<file path="src/fadc_pkg.sv">
`timescale 1ns / 1ps
// Shared constants, types, microcode codes and breakpoint tables of the fader converter.
package fadc_pkg;

  localparam int FADER_COUNT = 8;
  localparam int INDEX_W     = 8;
  localparam int SAMPLE_W    = 12;
  localparam int OUT_W       = 7;
  localparam int MASK_W      = 8;
  localparam int ADDR_W      = (FADER_COUNT > 1) ? $clog2(FADER_COUNT) : 1;
  localparam int SEG_W       = 4;
  localparam int SEG_LAST    = 13;
  localparam int DY_W        = 4;
  localparam int QUOT_W      = 4;
  localparam int CNT_W       = 2;
  localparam int NUM_W       = SAMPLE_W + DY_W;
  localparam int PADDR_W     = 3;
  localparam int PDATA_W     = 32;

  localparam logic [INDEX_W-1:0] FADER_LIMIT = INDEX_W'(FADER_COUNT);
  localparam logic [INDEX_W-1:0] MASK_LIMIT  = INDEX_W'(MASK_W);

  localparam logic REQ_STORE = 1'b0;
  localparam logic REQ_READ  = 1'b1;

  localparam logic REG_LOG_MODE_MASK = 1'b0;

  typedef logic [2:0] upc_t;
  typedef logic [2:0] op_t;
  typedef logic [2:0] br_t;

  localparam upc_t UPC_FETCH  = 3'd0;
  localparam upc_t UPC_ACCESS = 3'd1;
  localparam upc_t UPC_SEARCH = 3'd2;
  localparam upc_t UPC_SETUP  = 3'd3;
  localparam upc_t UPC_DIV    = 3'd4;
  localparam upc_t UPC_EMIT   = 3'd5;

  localparam op_t OP_NOP    = 3'd0;
  localparam op_t OP_LATCH  = 3'd1;
  localparam op_t OP_ACCESS = 3'd2;
  localparam op_t OP_SEARCH = 3'd3;
  localparam op_t OP_SETUP  = 3'd4;
  localparam op_t OP_DIV    = 3'd5;
  localparam op_t OP_EMIT   = 3'd6;

  localparam br_t BR_NEXT   = 3'd0;
  localparam br_t BR_JUMP   = 3'd1;
  localparam br_t BR_IN     = 3'd2;
  localparam br_t BR_STORE  = 3'd3;
  localparam br_t BR_DIRECT = 3'd4;
  localparam br_t BR_LOOP   = 3'd5;
  localparam br_t BR_OUT    = 3'd6;

  typedef struct packed {
    op_t  op;
    br_t  br;
    upc_t target;
  } ctl_word_t;

  typedef struct packed {
    logic is_store;
    logic direct;
    logic cnt_zero;
    logic out_busy;
    logic den_nz;
  } dp_stat_t;

  function automatic logic [SAMPLE_W-1:0] brk_in_at(input logic [SEG_W-1:0] k);
    logic [SAMPLE_W-1:0] v;
    unique case (k)
      4'd0:    v = 12'd0;
      4'd1:    v = 12'd44;
      4'd2:    v = 12'd120;
      4'd3:    v = 12'd222;
      4'd4:    v = 12'd345;
      4'd5:    v = 12'd470;
      4'd6:    v = 12'd590;
      4'd7:    v = 12'd895;
      4'd8:    v = 12'd1715;
      4'd9:    v = 12'd2465;
      4'd10:   v = 12'd3220;
      4'd11:   v = 12'd4050;
      4'd12:   v = 12'd4094;
      4'd13:   v = 12'd4095;
      default: v = 12'd0;
    endcase
    return v;
  endfunction

  function automatic logic [OUT_W-1:0] brk_out_at(input logic [SEG_W-1:0] k);
    logic [OUT_W-1:0] v;
    unique case (k)
      4'd0:    v = 7'd0;
      4'd1:    v = 7'd10;
      4'd2:    v = 7'd21;
      4'd3:    v = 7'd31;
      4'd4:    v = 7'd42;
      4'd5:    v = 7'd52;
      4'd6:    v = 7'd63;
      4'd7:    v = 7'd74;
      4'd8:    v = 7'd84;
      4'd9:    v = 7'd95;
      4'd10:   v = 7'd105;
      4'd11:   v = 7'd116;
      4'd12:   v = 7'd127;
      4'd13:   v = 7'd127;
      default: v = 7'd0;
    endcase
    return v;
  endfunction

  // breakpoints rise strictly, so the segment is the count of those below the sample
  function automatic logic [SEG_W-1:0] seg_of(input logic [SAMPLE_W-1:0] s);
    logic [SEG_W-1:0] k;
    k = '0;
    for (int j = 0; j < SEG_LAST; j++) begin
      if (s > brk_in_at(SEG_W'(j))) k = k + 1'b1;
    end
    return k;
  endfunction

endpackage

</file>
<file path="src/fader_adc_to_midi_converter_unit.sv">
`timescale 1ns / 1ps
// Top level of the fader converter: configuration register, sequencer and datapath.
//
// Input channel (in_valid/in_stall): a store request writes a 12-bit sample for one
// fader; a read request returns that fader's 0..127 MIDI value on the output channel
// (out_valid/out_stall). Indexes beyond the fader count: stores are dropped, reads
// return 0. A transfer takes place when valid is high and stall is low.
// The register log_mode_mask (APB, byte address 0) picks plain scaling per fader;
// otherwise the value is interpolated over the 14-point breakpoint table.
// A microcoded sequencer works on one request at a time: a store runs the fetch and
// access steps; a read adds search, setup and emit when the result is direct (scaled,
// exact breakpoint, out of range), and the bit-serial divider when it interpolates.
// The result sits in an output register, so the next request is taken while it waits.
// A stalled result holds the sequencer at its emit step until the transfer completes.
// Reset clears every stored sample, the mask and the pending result.
module fader_adc_to_midi_converter_unit (
  input  logic                            clk,
  input  logic                            rst_n,
  input  logic                            in_valid,
  output logic                            in_stall,
  input  logic                            in_req_type,
  input  logic [fadc_pkg::INDEX_W-1:0]    in_fader_index,
  input  logic [fadc_pkg::SAMPLE_W-1:0]   in_raw_sample,
  output logic                            out_valid,
  input  logic                            out_stall,
  output logic [fadc_pkg::OUT_W-1:0]      out_fader_value,
  input  logic                            psel,
  input  logic                            penable,
  input  logic                            pwrite,
  input  logic [fadc_pkg::PADDR_W-1:0]    paddr,
  input  logic [fadc_pkg::PDATA_W-1:0]    pwdata,
  output logic [fadc_pkg::PDATA_W-1:0]    prdata,
  output logic                            pready
);

  logic [fadc_pkg::MASK_W-1:0] log_mode_mask_r;
  fadc_pkg::ctl_word_t         cw;
  fadc_pkg::dp_stat_t          stat;
  fadc_pkg::upc_t              upc;
  logic                        reg_hit;

  assign pready  = 1'b1;
  assign reg_hit = (paddr[2] == fadc_pkg::REG_LOG_MODE_MASK);
  assign prdata  = reg_hit ? fadc_pkg::PDATA_W'(log_mode_mask_r) : '0;

  always_ff @(posedge clk) begin
    if (!rst_n) begin
      log_mode_mask_r <= '0;
    end else if (psel && penable && pwrite && pready && reg_hit) begin
      log_mode_mask_r <= pwdata[fadc_pkg::MASK_W-1:0];
    end
  end

  fadc_sequencer u_seq (
    .clk      (clk),
    .rst_n    (rst_n),
    .in_valid (in_valid),
    .stat     (stat),
    .cw       (cw),
    .upc      (upc),
    .in_stall (in_stall)
  );

  fadc_datapath u_dp (
    .clk             (clk),
    .rst_n           (rst_n),
    .cw              (cw),
    .in_valid        (in_valid),
    .in_req_type     (in_req_type),
    .in_fader_index  (in_fader_index),
    .in_raw_sample   (in_raw_sample),
    .log_mode_mask   (log_mode_mask_r),
    .out_stall       (out_stall),
    .out_valid       (out_valid),
    .out_fader_value (out_fader_value),
    .stat            (stat)
  );

  a_out_from_emit: assert property (@(posedge clk) disable iff (!rst_n)
    $rose(out_valid) |-> $past(upc == fadc_pkg::UPC_EMIT))
    else $error("result raised outside the emit step");

  a_div_den_nz: assert property (@(posedge clk) disable iff (!rst_n)
    (upc == fadc_pkg::UPC_DIV) |-> stat.den_nz)
    else $error("divider running with a zero segment width");

  a_store_silent: assert property (@(posedge clk) disable iff (!rst_n)
    (in_valid && !in_stall && (in_req_type == fadc_pkg::REQ_STORE))
      |=> !$rose(out_valid) ##1 !$rose(out_valid))
    else $error("store request produced a result");

endmodule

</file>
<file path="src/fadc_ucode_rom.sv">
`timescale 1ns / 1ps
// Microcode program store of the fader converter.
module fadc_ucode_rom (
  input  fadc_pkg::upc_t      upc,
  output fadc_pkg::ctl_word_t cw
);

  always_comb begin
    unique case (upc)
      fadc_pkg::UPC_FETCH:
        cw = '{fadc_pkg::OP_LATCH,  fadc_pkg::BR_IN,     fadc_pkg::UPC_FETCH};
      fadc_pkg::UPC_ACCESS:
        cw = '{fadc_pkg::OP_ACCESS, fadc_pkg::BR_STORE,  fadc_pkg::UPC_FETCH};
      fadc_pkg::UPC_SEARCH:
        cw = '{fadc_pkg::OP_SEARCH, fadc_pkg::BR_NEXT,   fadc_pkg::UPC_SETUP};
      fadc_pkg::UPC_SETUP:
        cw = '{fadc_pkg::OP_SETUP,  fadc_pkg::BR_DIRECT, fadc_pkg::UPC_EMIT};
      fadc_pkg::UPC_DIV:
        cw = '{fadc_pkg::OP_DIV,    fadc_pkg::BR_LOOP,   fadc_pkg::UPC_DIV};
      fadc_pkg::UPC_EMIT:
        cw = '{fadc_pkg::OP_EMIT,   fadc_pkg::BR_OUT,    fadc_pkg::UPC_FETCH};
      default:
        cw = '{fadc_pkg::OP_NOP,    fadc_pkg::BR_JUMP,   fadc_pkg::UPC_FETCH};
    endcase
  end

endmodule

</file>
<file path="src/fadc_sequencer.sv">
`timescale 1ns / 1ps
// Step counter and branch logic driving the fader converter datapath.
module fadc_sequencer (
  input  logic                clk,
  input  logic                rst_n,
  input  logic                in_valid,
  input  fadc_pkg::dp_stat_t  stat,
  output fadc_pkg::ctl_word_t cw,
  output fadc_pkg::upc_t      upc,
  output logic                in_stall
);

  fadc_pkg::upc_t upc_r;
  fadc_pkg::upc_t upc_nxt;
  fadc_pkg::upc_t upc_inc;

  fadc_ucode_rom u_rom (
    .upc (upc_r),
    .cw  (cw)
  );

  assign upc_inc  = upc_r + 1'b1;
  assign upc      = upc_r;
  assign in_stall = (upc_r != fadc_pkg::UPC_FETCH);

  always_comb begin
    unique case (cw.br)
      fadc_pkg::BR_NEXT:   upc_nxt = upc_inc;
      fadc_pkg::BR_JUMP:   upc_nxt = cw.target;
      fadc_pkg::BR_IN:     upc_nxt = in_valid ? upc_inc : upc_r;
      fadc_pkg::BR_STORE:  upc_nxt = stat.is_store ? cw.target : upc_inc;
      fadc_pkg::BR_DIRECT: upc_nxt = stat.direct ? cw.target : upc_inc;
      fadc_pkg::BR_LOOP:   upc_nxt = stat.cnt_zero ? upc_inc : cw.target;
      fadc_pkg::BR_OUT:    upc_nxt = stat.out_busy ? upc_r : cw.target;
      default:             upc_nxt = fadc_pkg::UPC_FETCH;
    endcase
  end

  always_ff @(posedge clk) begin
    if (!rst_n) begin
      upc_r <= fadc_pkg::UPC_FETCH;
    end else begin
      upc_r <= upc_nxt;
    end
  end

endmodule

</file>
<file path="src/fadc_datapath.sv">
`timescale 1ns / 1ps
// Sample store, segment search, multiply, bit-serial divider and result register.
module fadc_datapath (
  input  logic                                clk,
  input  logic                                rst_n,
  input  fadc_pkg::ctl_word_t                 cw,
  input  logic                                in_valid,
  input  logic                                in_req_type,
  input  logic [fadc_pkg::INDEX_W-1:0]        in_fader_index,
  input  logic [fadc_pkg::SAMPLE_W-1:0]       in_raw_sample,
  input  logic [fadc_pkg::MASK_W-1:0]         log_mode_mask,
  input  logic                                out_stall,
  output logic                                out_valid,
  output logic [fadc_pkg::OUT_W-1:0]          out_fader_value,
  output fadc_pkg::dp_stat_t                  stat
);

  logic                          req_r;
  logic [fadc_pkg::INDEX_W-1:0]  idx_r;
  logic [fadc_pkg::SAMPLE_W-1:0] raw_r;
  logic [fadc_pkg::SAMPLE_W-1:0] s_r;
  logic [fadc_pkg::SEG_W-1:0]    k_r;
  logic [fadc_pkg::NUM_W-1:0]    num_r;
  logic [fadc_pkg::SAMPLE_W-1:0] den_r;
  logic [fadc_pkg::CNT_W-1:0]    cnt_r;
  logic [fadc_pkg::QUOT_W-1:0]   q_r;
  logic [fadc_pkg::OUT_W-1:0]    res_r;
  logic                          direct_r;
  logic                          out_valid_r;
  logic                          out_valid_nxt;
  logic [fadc_pkg::OUT_W-1:0]    out_val_r;
  logic [fadc_pkg::SAMPLE_W-1:0] store_r [fadc_pkg::FADER_COUNT];

  logic                          in_range;
  logic                          is_log;
  logic [fadc_pkg::ADDR_W-1:0]   addr;
  logic [fadc_pkg::SEG_W-1:0]    km1;
  logic [fadc_pkg::SAMPLE_W-1:0] x0;
  logic [fadc_pkg::SAMPLE_W-1:0] x1;
  logic [fadc_pkg::OUT_W-1:0]    y0;
  logic [fadc_pkg::OUT_W-1:0]    y1;
  logic [fadc_pkg::DY_W-1:0]     dy;
  logic                          exact;
  logic                          direct;
  logic [fadc_pkg::OUT_W-1:0]    direct_val;
  logic [fadc_pkg::NUM_W-1:0]    trial;
  logic                          out_busy;
  logic                          emit_go;

  assign in_range = (idx_r < fadc_pkg::FADER_LIMIT);
  assign addr     = idx_r[fadc_pkg::ADDR_W-1:0];
  assign is_log   = (idx_r < fadc_pkg::MASK_LIMIT) && log_mode_mask[idx_r[2:0]];

  assign km1   = k_r - 1'b1;
  assign x0    = fadc_pkg::brk_in_at(km1);
  assign x1    = fadc_pkg::brk_in_at(k_r);
  assign y0    = fadc_pkg::brk_out_at(km1);
  assign y1    = fadc_pkg::brk_out_at(k_r);
  assign dy    = fadc_pkg::DY_W'(y1 - y0);
  assign exact = (s_r == x1);

  assign direct = !in_range || is_log || (k_r == '0) || exact;

  always_comb begin
    if (!in_range) begin
      direct_val = '0;
    end else if (is_log) begin
      direct_val = s_r[fadc_pkg::SAMPLE_W-1 -: fadc_pkg::OUT_W];
    end else if ((k_r == '0) || exact) begin
      direct_val = y1;
    end else begin
      direct_val = y0;
    end
  end

  assign trial    = fadc_pkg::NUM_W'(den_r) << cnt_r;
  assign out_busy = out_valid_r && out_stall;
  assign emit_go  = (cw.op == fadc_pkg::OP_EMIT) && !out_busy;

  always_comb begin
    out_valid_nxt = out_valid_r;
    if (emit_go) begin
      out_valid_nxt = 1'b1;
    end else if (!out_stall) begin
      out_valid_nxt = 1'b0;
    end
  end

  always_ff @(posedge clk) begin
    if (!rst_n) begin
      out_valid_r <= 1'b0;
      for (int i = 0; i < fadc_pkg::FADER_COUNT; i++) begin
        store_r[i] <= '0;
      end
    end else begin
      out_valid_r <= out_valid_nxt;
      if ((cw.op == fadc_pkg::OP_ACCESS) && (req_r == fadc_pkg::REQ_STORE) && in_range) begin
        store_r[addr] <= raw_r;
      end
    end
  end

  always_ff @(posedge clk) begin
    case (cw.op)
      fadc_pkg::OP_LATCH: begin
        if (in_valid) begin
          req_r <= in_req_type;
          idx_r <= in_fader_index;
          raw_r <= in_raw_sample;
        end
      end
      fadc_pkg::OP_ACCESS: begin
        s_r <= in_range ? store_r[addr] : '0;
      end
      fadc_pkg::OP_SEARCH: begin
        k_r <= fadc_pkg::seg_of(s_r);
      end
      fadc_pkg::OP_SETUP: begin
        num_r    <= fadc_pkg::NUM_W'(s_r - x0) * fadc_pkg::NUM_W'(dy);
        den_r    <= x1 - x0;
        cnt_r    <= fadc_pkg::CNT_W'(fadc_pkg::QUOT_W - 1);
        q_r      <= '0;
        direct_r <= direct;
        res_r    <= direct_val;
      end
      fadc_pkg::OP_DIV: begin
        if (num_r >= trial) begin
          num_r     <= num_r - trial;
          q_r[cnt_r] <= 1'b1;
        end
        cnt_r <= cnt_r - 1'b1;
      end
      fadc_pkg::OP_EMIT: begin
        if (!out_busy) begin
          out_val_r <= direct_r ? res_r : res_r + fadc_pkg::OUT_W'(q_r);
        end
      end
      default: begin
      end
    endcase
  end

  assign out_valid       = out_valid_r;
  assign out_fader_value = out_val_r;

  assign stat.is_store = (req_r == fadc_pkg::REQ_STORE);
  assign stat.direct   = direct;
  assign stat.cnt_zero = (cnt_r == '0);
  assign stat.out_busy = out_busy;
  assign stat.den_nz   = (den_r != '0);

endmodule
</file>
<file path="config.mk">
export PLATFORM = sky130hd
export DESIGN_NAME = fader_adc_to_midi_converter_unit
export DESIGN_NICKNAME = d
export VERILOG_FILES = /design/src/fadc_pkg.sv /design/src/fader_adc_to_midi_converter_unit.sv /design/src/fadc_ucode_rom.sv /design/src/fadc_sequencer.sv /design/src/fadc_datapath.sv
export SDC_FILE = /design/constraint.sdc
export NUM_CORES = 1
export LEC_CHECK = 0
export ABC_AREA = 1
export BUFFER_PORTS_ARGS = -buffer_cell sky130_fd_sc_hd__buf_2
export CELL_PAD_IN_SITES_DETAIL_PLACEMENT = 0
export CELL_PAD_IN_SITES_GLOBAL_PLACEMENT = 1
export CORE_AREA = 8 8 201 203
export DETAILED_ROUTE_END_ITERATION = 8
export DIE_AREA = 0 0 209 211
export PLACE_DENSITY = 0.84
export SLEW_MARGIN = 20
export SYNTH_ARGS = -nofsm -noshare
export SYNTH_HDL_FRONTEND = slang
export SYNTH_HIERARCHICAL = 1
export SYNTH_SLANG_ARGS = --single-unit
export TNS_END_PERCENT = 1
</file>
<file path="constraint.sdc">
create_clock -name clk -period 7.4 [get_ports clk]
set_clock_uncertainty 0.05 [all_clocks]
set_input_delay 1.85 -clock clk [delete_from_list [all_inputs] [get_ports clk]]
set_output_delay 1.85 -clock clk [all_outputs]
set_load 0.02 [all_outputs]
</file>
==> flow_metrics.env, run 1 <==
export IMPL_run_status="complete, no violations"
export IMPL_final_common_cell="nand2_1"
export IMPL_cts_clk_slew_worst_paths_ns=0.06
export IMPL_vias=12700
export IMPL_crit_type="reg2reg"
export IMPL_dieArea_um2=44100
export IMPL_syn_area_per_cell_um2=8.13
export IMPL_grt_max_degree=24
export IMPL_antennaDiodeCount=0
export IMPL_first_global_vias=12100
export IMPL_finalSetupViolCount=0
export IMPL_fin_util_pct=47.2
export IMPL_antenna_found_initial=0
export IMPL_place_congestion=0.895
export IMPL_postCtsHoldBufs=0
export IMPL_cp_startpoint="u_dp/s_r[3]$_SDFFCE_PP0N_"
export IMPL_endpoint_kind="register"
export IMPL_firstDrtPassIters=5
export IMPL_core_area_um2=37100
export IMPL_rows=71
export IMPL_slowest_stage="edfxtp_1"
export IMPL_drive_gt1_share_pct=16.6
export IMPL_cp_arrival_ns=7.31
export IMPL_wl_per_cell_um=15.6
export IMPL_finalCritPeriodShare_pct=94.1
export IMPL_min_from="u_dp/out_valid$_SDFFE_PN0P_"
export IMPL_dr_first_iter_drc_count=875
export IMPL_routed_wl_um=38800
export IMPL_crit_path_max_fanout=4
export IMPL_synth_area_um2=15300
export IMPL_reg2reg_slack_ns=0.44
export IMPL_via_per_inst=5.09
export IMPL_die_w_um=209
export IMPL_maxSlewHeadroom_pct=46.5
export IMPL_gr_total_overflow=0
export IMPL_numPortBuffers=53
export IMPL_rr_startpoint="u_dp/s_r[3]$_SDFFCE_PP0N_"
export IMPL_holdWs_ns=0.457
export IMPL_cts_tree="built"
export IMPL_maxSlewViolCount=0
export IMPL_clock_path_buffers=3
export IMPL_start_util_pct=41.3
export IMPL_grt_usage_pct=16.8
export IMPL_hp_class="reg2reg"
export IMPL_drtAntennaViolNets=0
export IMPL_mostFrequentLayoutCells="nand2_1, inv_1, nor2_1"
export IMPL_dp_hpwl_um=29300
export IMPL_critPathMostFrequentCell="nand2_1"
export IMPL_maxCapViolCount=0
export IMPL_finalCriticalPeriod_ns=6.96
export IMPL_h_tree_depth=1
export IMPL_tns_ns=0
export IMPL_cp_start_kind="register"
export IMPL_tritoncts_num_buffers=24
export IMPL_grt_pass1_wl_um=61100
export IMPL_required_ns=7.75
export IMPL_yosys_warnings=6
export IMPL_area_growth_pct=14.4
export IMPL_drc=0
export IMPL_final_nets=2186
export IMPL_critPathMaxStageDelay_ns=0.40
export IMPL_numClockSinks=212
export IMPL_root_buffer="clkbuf_16"
export IMPL_insertion_delay_ns=0.53
export IMPL_hold_viol_final=0
export IMPL_fp_dieH_um=211
export IMPL_ios=105
export IMPL_worstMarginPinSlew_ns=0.802
export IMPL_fmax_ghz=0.144
export IMPL_synthCells=1887
==> critical path: cells and delay by family, from the launching register on <==
| kind | cells | cell delay [ns] |
|---|---|---|
| compound gates | 1 | 0.10 |
| buf+inv | 8 | 0.48 |
| flops | 1 | 0.40 |
| fa+ha+maj | 7 | 1.88 |
| simple gates | 30 | 3.91 |
==> timing repair <==
action                                 4_1_cts  5_1_grt
gates cloned                                 0        3
gates resized for setup                      5       63
buffers inserted                             0        5
setup endpoints to repair                   18       21
endpoints found under the hold margin        0        0
pin swaps                                    0       17
==> per-layer routing <==
metal	global-route usage [%]	up-vias	wire, µm
li1	-	6381	-
met1	21.8	5926	17100
met2	29.9	295	19200
met3	1.63	60	1640
met4	4.25	0	897
met5	0	-	0
==> layout make-up <==
| type | count | area [µm²] |
|---|---|---|
| fillers | 3598 | 19600 |
| multi-input cells | 1363 | 8210 |
| well taps | 474 | 593 |
| clock inverters | 15 | 171 |
| inverters | 263 | 991 |
| repair buffers | 132 | 862 |
| flip-flops and latches | 212 | 6070 |
| clock buffers | 29 | 639 |
==> state kept, by name, summed over array words and instances, names as in the netlist <==
signal	count
log_mode_mask_r	8
u_dp/cnt_r	2
u_dp/den_r	12
u_dp/direct_r	1
u_dp/idx_r	8
u_dp/k_r	4
u_dp/num_r	16
u_dp/out_fader_value	7
u_dp/out_valid	1
u_dp/q_r	4
u_dp/raw_r	12
u_dp/req_r	1
u_dp/res_r	7
u_dp/s_r	12
u_dp/store_r	96
u_dp/x1	12
u_dp/y1	6
u_seq/upc	3
==> path summary, 6_finish.rpt <==
path,endpoint,cells past startpoint
setup / recovery,u_dp/y1[5]$_DFF_P_,46
hold / removal,u_dp/out_valid$_SDFFE_PN0P_,2
setup reg to reg,u_dp/y1[5]$_DFF_P_,46
hold reg to reg,u_dp/out_valid$_SDFFE_PN0P_,2
==> per-stage QoR <==
| stage | cells | setup slack, ns | area [µm²] |
|---|---|---|---|
| 4_1_cts | 2480 | 0.0256 | 17200 |
| 5_1_grt | 2488 | -0.0467 | 17500 |
| 6_report | 2488 | 0.440 | 17500 |
| 3_5_place_dp | 2436 | -0.165 | 16400 |
| 2_1_floorplan | 1910 | 0.0920 | 15400 |
| 3_3_place_gp | 2436 | -0.00989 | 16400 |
Power of run 1 is not shown: default switching activity piles up to over one toggle a cycle in this logic, so the estimate is an artifact.
==> run 2: changes to the inputs <==
BUFFER_PORTS_ARGS = -buffer_cell sky130_fd_sc_hd__buf_4   (was -buffer_cell sky130_fd_sc_hd__buf_2)
==> flow_metrics.env, run 2 (synthesized netlist as in run 1, its figures left out) <==
export IMPL_h_tree_depth=1
export IMPL_crit_path_max_fanout=3
export IMPL_grt_pass1_wl_um=61900
export IMPL_antenna_found_initial=0
export IMPL_place_congestion=0.910
export IMPL_grt_max_degree=24
export IMPL_vias=12700
export IMPL_root_buffer="clkbuf_16"
export IMPL_dr_first_iter_drc_count=867
export IMPL_routed_wl_um=38900
export IMPL_grt_usage_pct=17.1
export IMPL_largest_reg_flops=96
export IMPL_hold_viol_final=0
export IMPL_critPathMostFrequentCell="ha_1"
export IMPL_tns_ns=0
export IMPL_drtAntennaViolNets=0
export IMPL_drc=0
export IMPL_maxSlewHeadroom_pct=46.5
export IMPL_path_buf_inv=9
export IMPL_core_area_um2=37100
export IMPL_cts_clk_slew_worst_paths_ns=0.06
export IMPL_nFillCells=3580
export IMPL_largest_register="u_dp/store_r"
export IMPL_run_status="complete, no violations"
export IMPL_top_regs="u_dp/store_r: 96 flops, u_dp/num_r: 16 flops"
export IMPL_die_w_um=209
export IMPL_gr_total_overflow=0
export IMPL_maxCapViolCount=0
export IMPL_dp_hpwl_um=29500
export IMPL_numClockSinks=212
export IMPL_critPathMaxStageDelay_ns=0.41
export IMPL_finalCriticalPeriod_ns=6.91
export IMPL_area_growth_pct=14.3
export IMPL_postCtsHoldBufs=0
export IMPL_hp_class="reg2reg"
export IMPL_finalCritPeriodShare_pct=93.3
export IMPL_drive_gt1_share_pct=16.5
export IMPL_slowest_stage="edfxtp_1"
export IMPL_dieArea_um2=44100
export IMPL_critical_path_top_delay_family="simple AND/OR/NAND/NOR gates"
export IMPL_first_global_vias=12300
export IMPL_rows=71
export IMPL_insertion_delay_ns=0.53
export IMPL_fin_area_um2=17500
export IMPL_finalSetupViolCount=0
export IMPL_antennaDiodeCount=0
export IMPL_cp_start_kind="register"
export IMPL_endpoint_kind="register"
export IMPL_fmax_ghz=0.145
export IMPL_mostFrequentLayoutCells="nand2_1, inv_1, nor2_1"
export IMPL_cp_arrival_ns=7.26
export IMPL_firstDrtPassIters=6
export IMPL_tritoncts_num_buffers=23
export IMPL_wl_per_cell_um=15.6
export IMPL_via_per_inst=5.10
export IMPL_crit_type="reg2reg"
export IMPL_cts_tree="built"
export IMPL_fp_dieH_um=211
export IMPL_numPortBuffers=53
export IMPL_worstMarginPinSlew_ns=0.802
export IMPL_start_util_pct=41.3
export IMPL_maxSlewViolCount=0
export IMPL_final_nets=2184
export IMPL_clock_path_buffers=3
export IMPL_post_dp_cell_area_um2=16600
export IMPL_required_ns=7.75
export IMPL_final_common_cell="nand2_1"
export IMPL_ios=105
## run 2: cell count changes in the layout (fill, tap and decap cells not counted), moves of 3 or more
cell / before / now
buf_4: 78 / 133
nand2_4: 19 / 11
buf_2: 53 / 0
nand2_2: 34 / 40
o21ai_0: 76 / 79
nand3_2: 19 / 24
clkbuf_1: 3 / 6
nand3_4: 6 / 3
## run 2: metal layers
metal,vias to the layer above,routed length [µm],GRT usage [%]
met5,-,0,0
met4,0,851,4.01
met3,54,2030,2.06
met2,336,19100,30.5
met1,5930,16900,22.0
li1,6362,-,-
## run 2: layout make-up
class	count	area, µm²	area share [%]
Sequential cell	212	6070	34.6
Clock inverter	8	106	0.607
Clock buffer	34	661	3.77
Inverter	263	991	5.65
Multi-Input combinational cell	1360	8100	46.2
Tap cell	474	593	3.38
Timing Repair Buffer	134	1020	5.81
## run 2: repair_timing
action / 4_1_cts / 5_1_grt
setup endpoints to repair: 17 / 21
pin swaps: 0 / 15
gates resized for setup: 1 / 47
buffers inserted: 0 / 5
## run 2: tightest hold or removal path, cell delays in order, from the launching register on
cell and delay, ns:
dfxtp_1 0.31, nand2_1 0.06, a21boi_0 0.07
## run 2: final timing paths
| kind | startpoint | endpoint | slack, ns | depth (start not counted) |
|---|---|---|---|---|
| max reg2reg | u_dp/s_r[2]$_SDFFCE_PP0N_ | u_dp/y1[5]$_DFF_P_ | 0.49 | 49 |
| min reg2reg | u_dp/out_valid$_SDFFE_PN0P_ | u_dp/out_valid$_SDFFE_PN0P_ | 0.44 | 2 |
| max | u_dp/s_r[2]$_SDFFCE_PP0N_ | u_dp/y1[5]$_DFF_P_ | 0.49 | 49 |
| min | u_dp/out_valid$_SDFFE_PN0P_ | u_dp/out_valid$_SDFFE_PN0P_ | 0.44 | 2 |
## run 2: through the flow
step	util (%)	hold slack [ns]	worst slack (ns)	std cells
after floorplan	-	0.433	0.0920	1910
after global placement	44.6	0.444	0.0148	2438
after detailed placement	44.6	0.434	-0.0586	2438
after CTS	46.7	0.444	0.0000693	2480
after global routing	47.2	0.475	-0.0793	2485
final	47.2	0.441	0.494	2485
Power of run 2 is left out for the same reason.
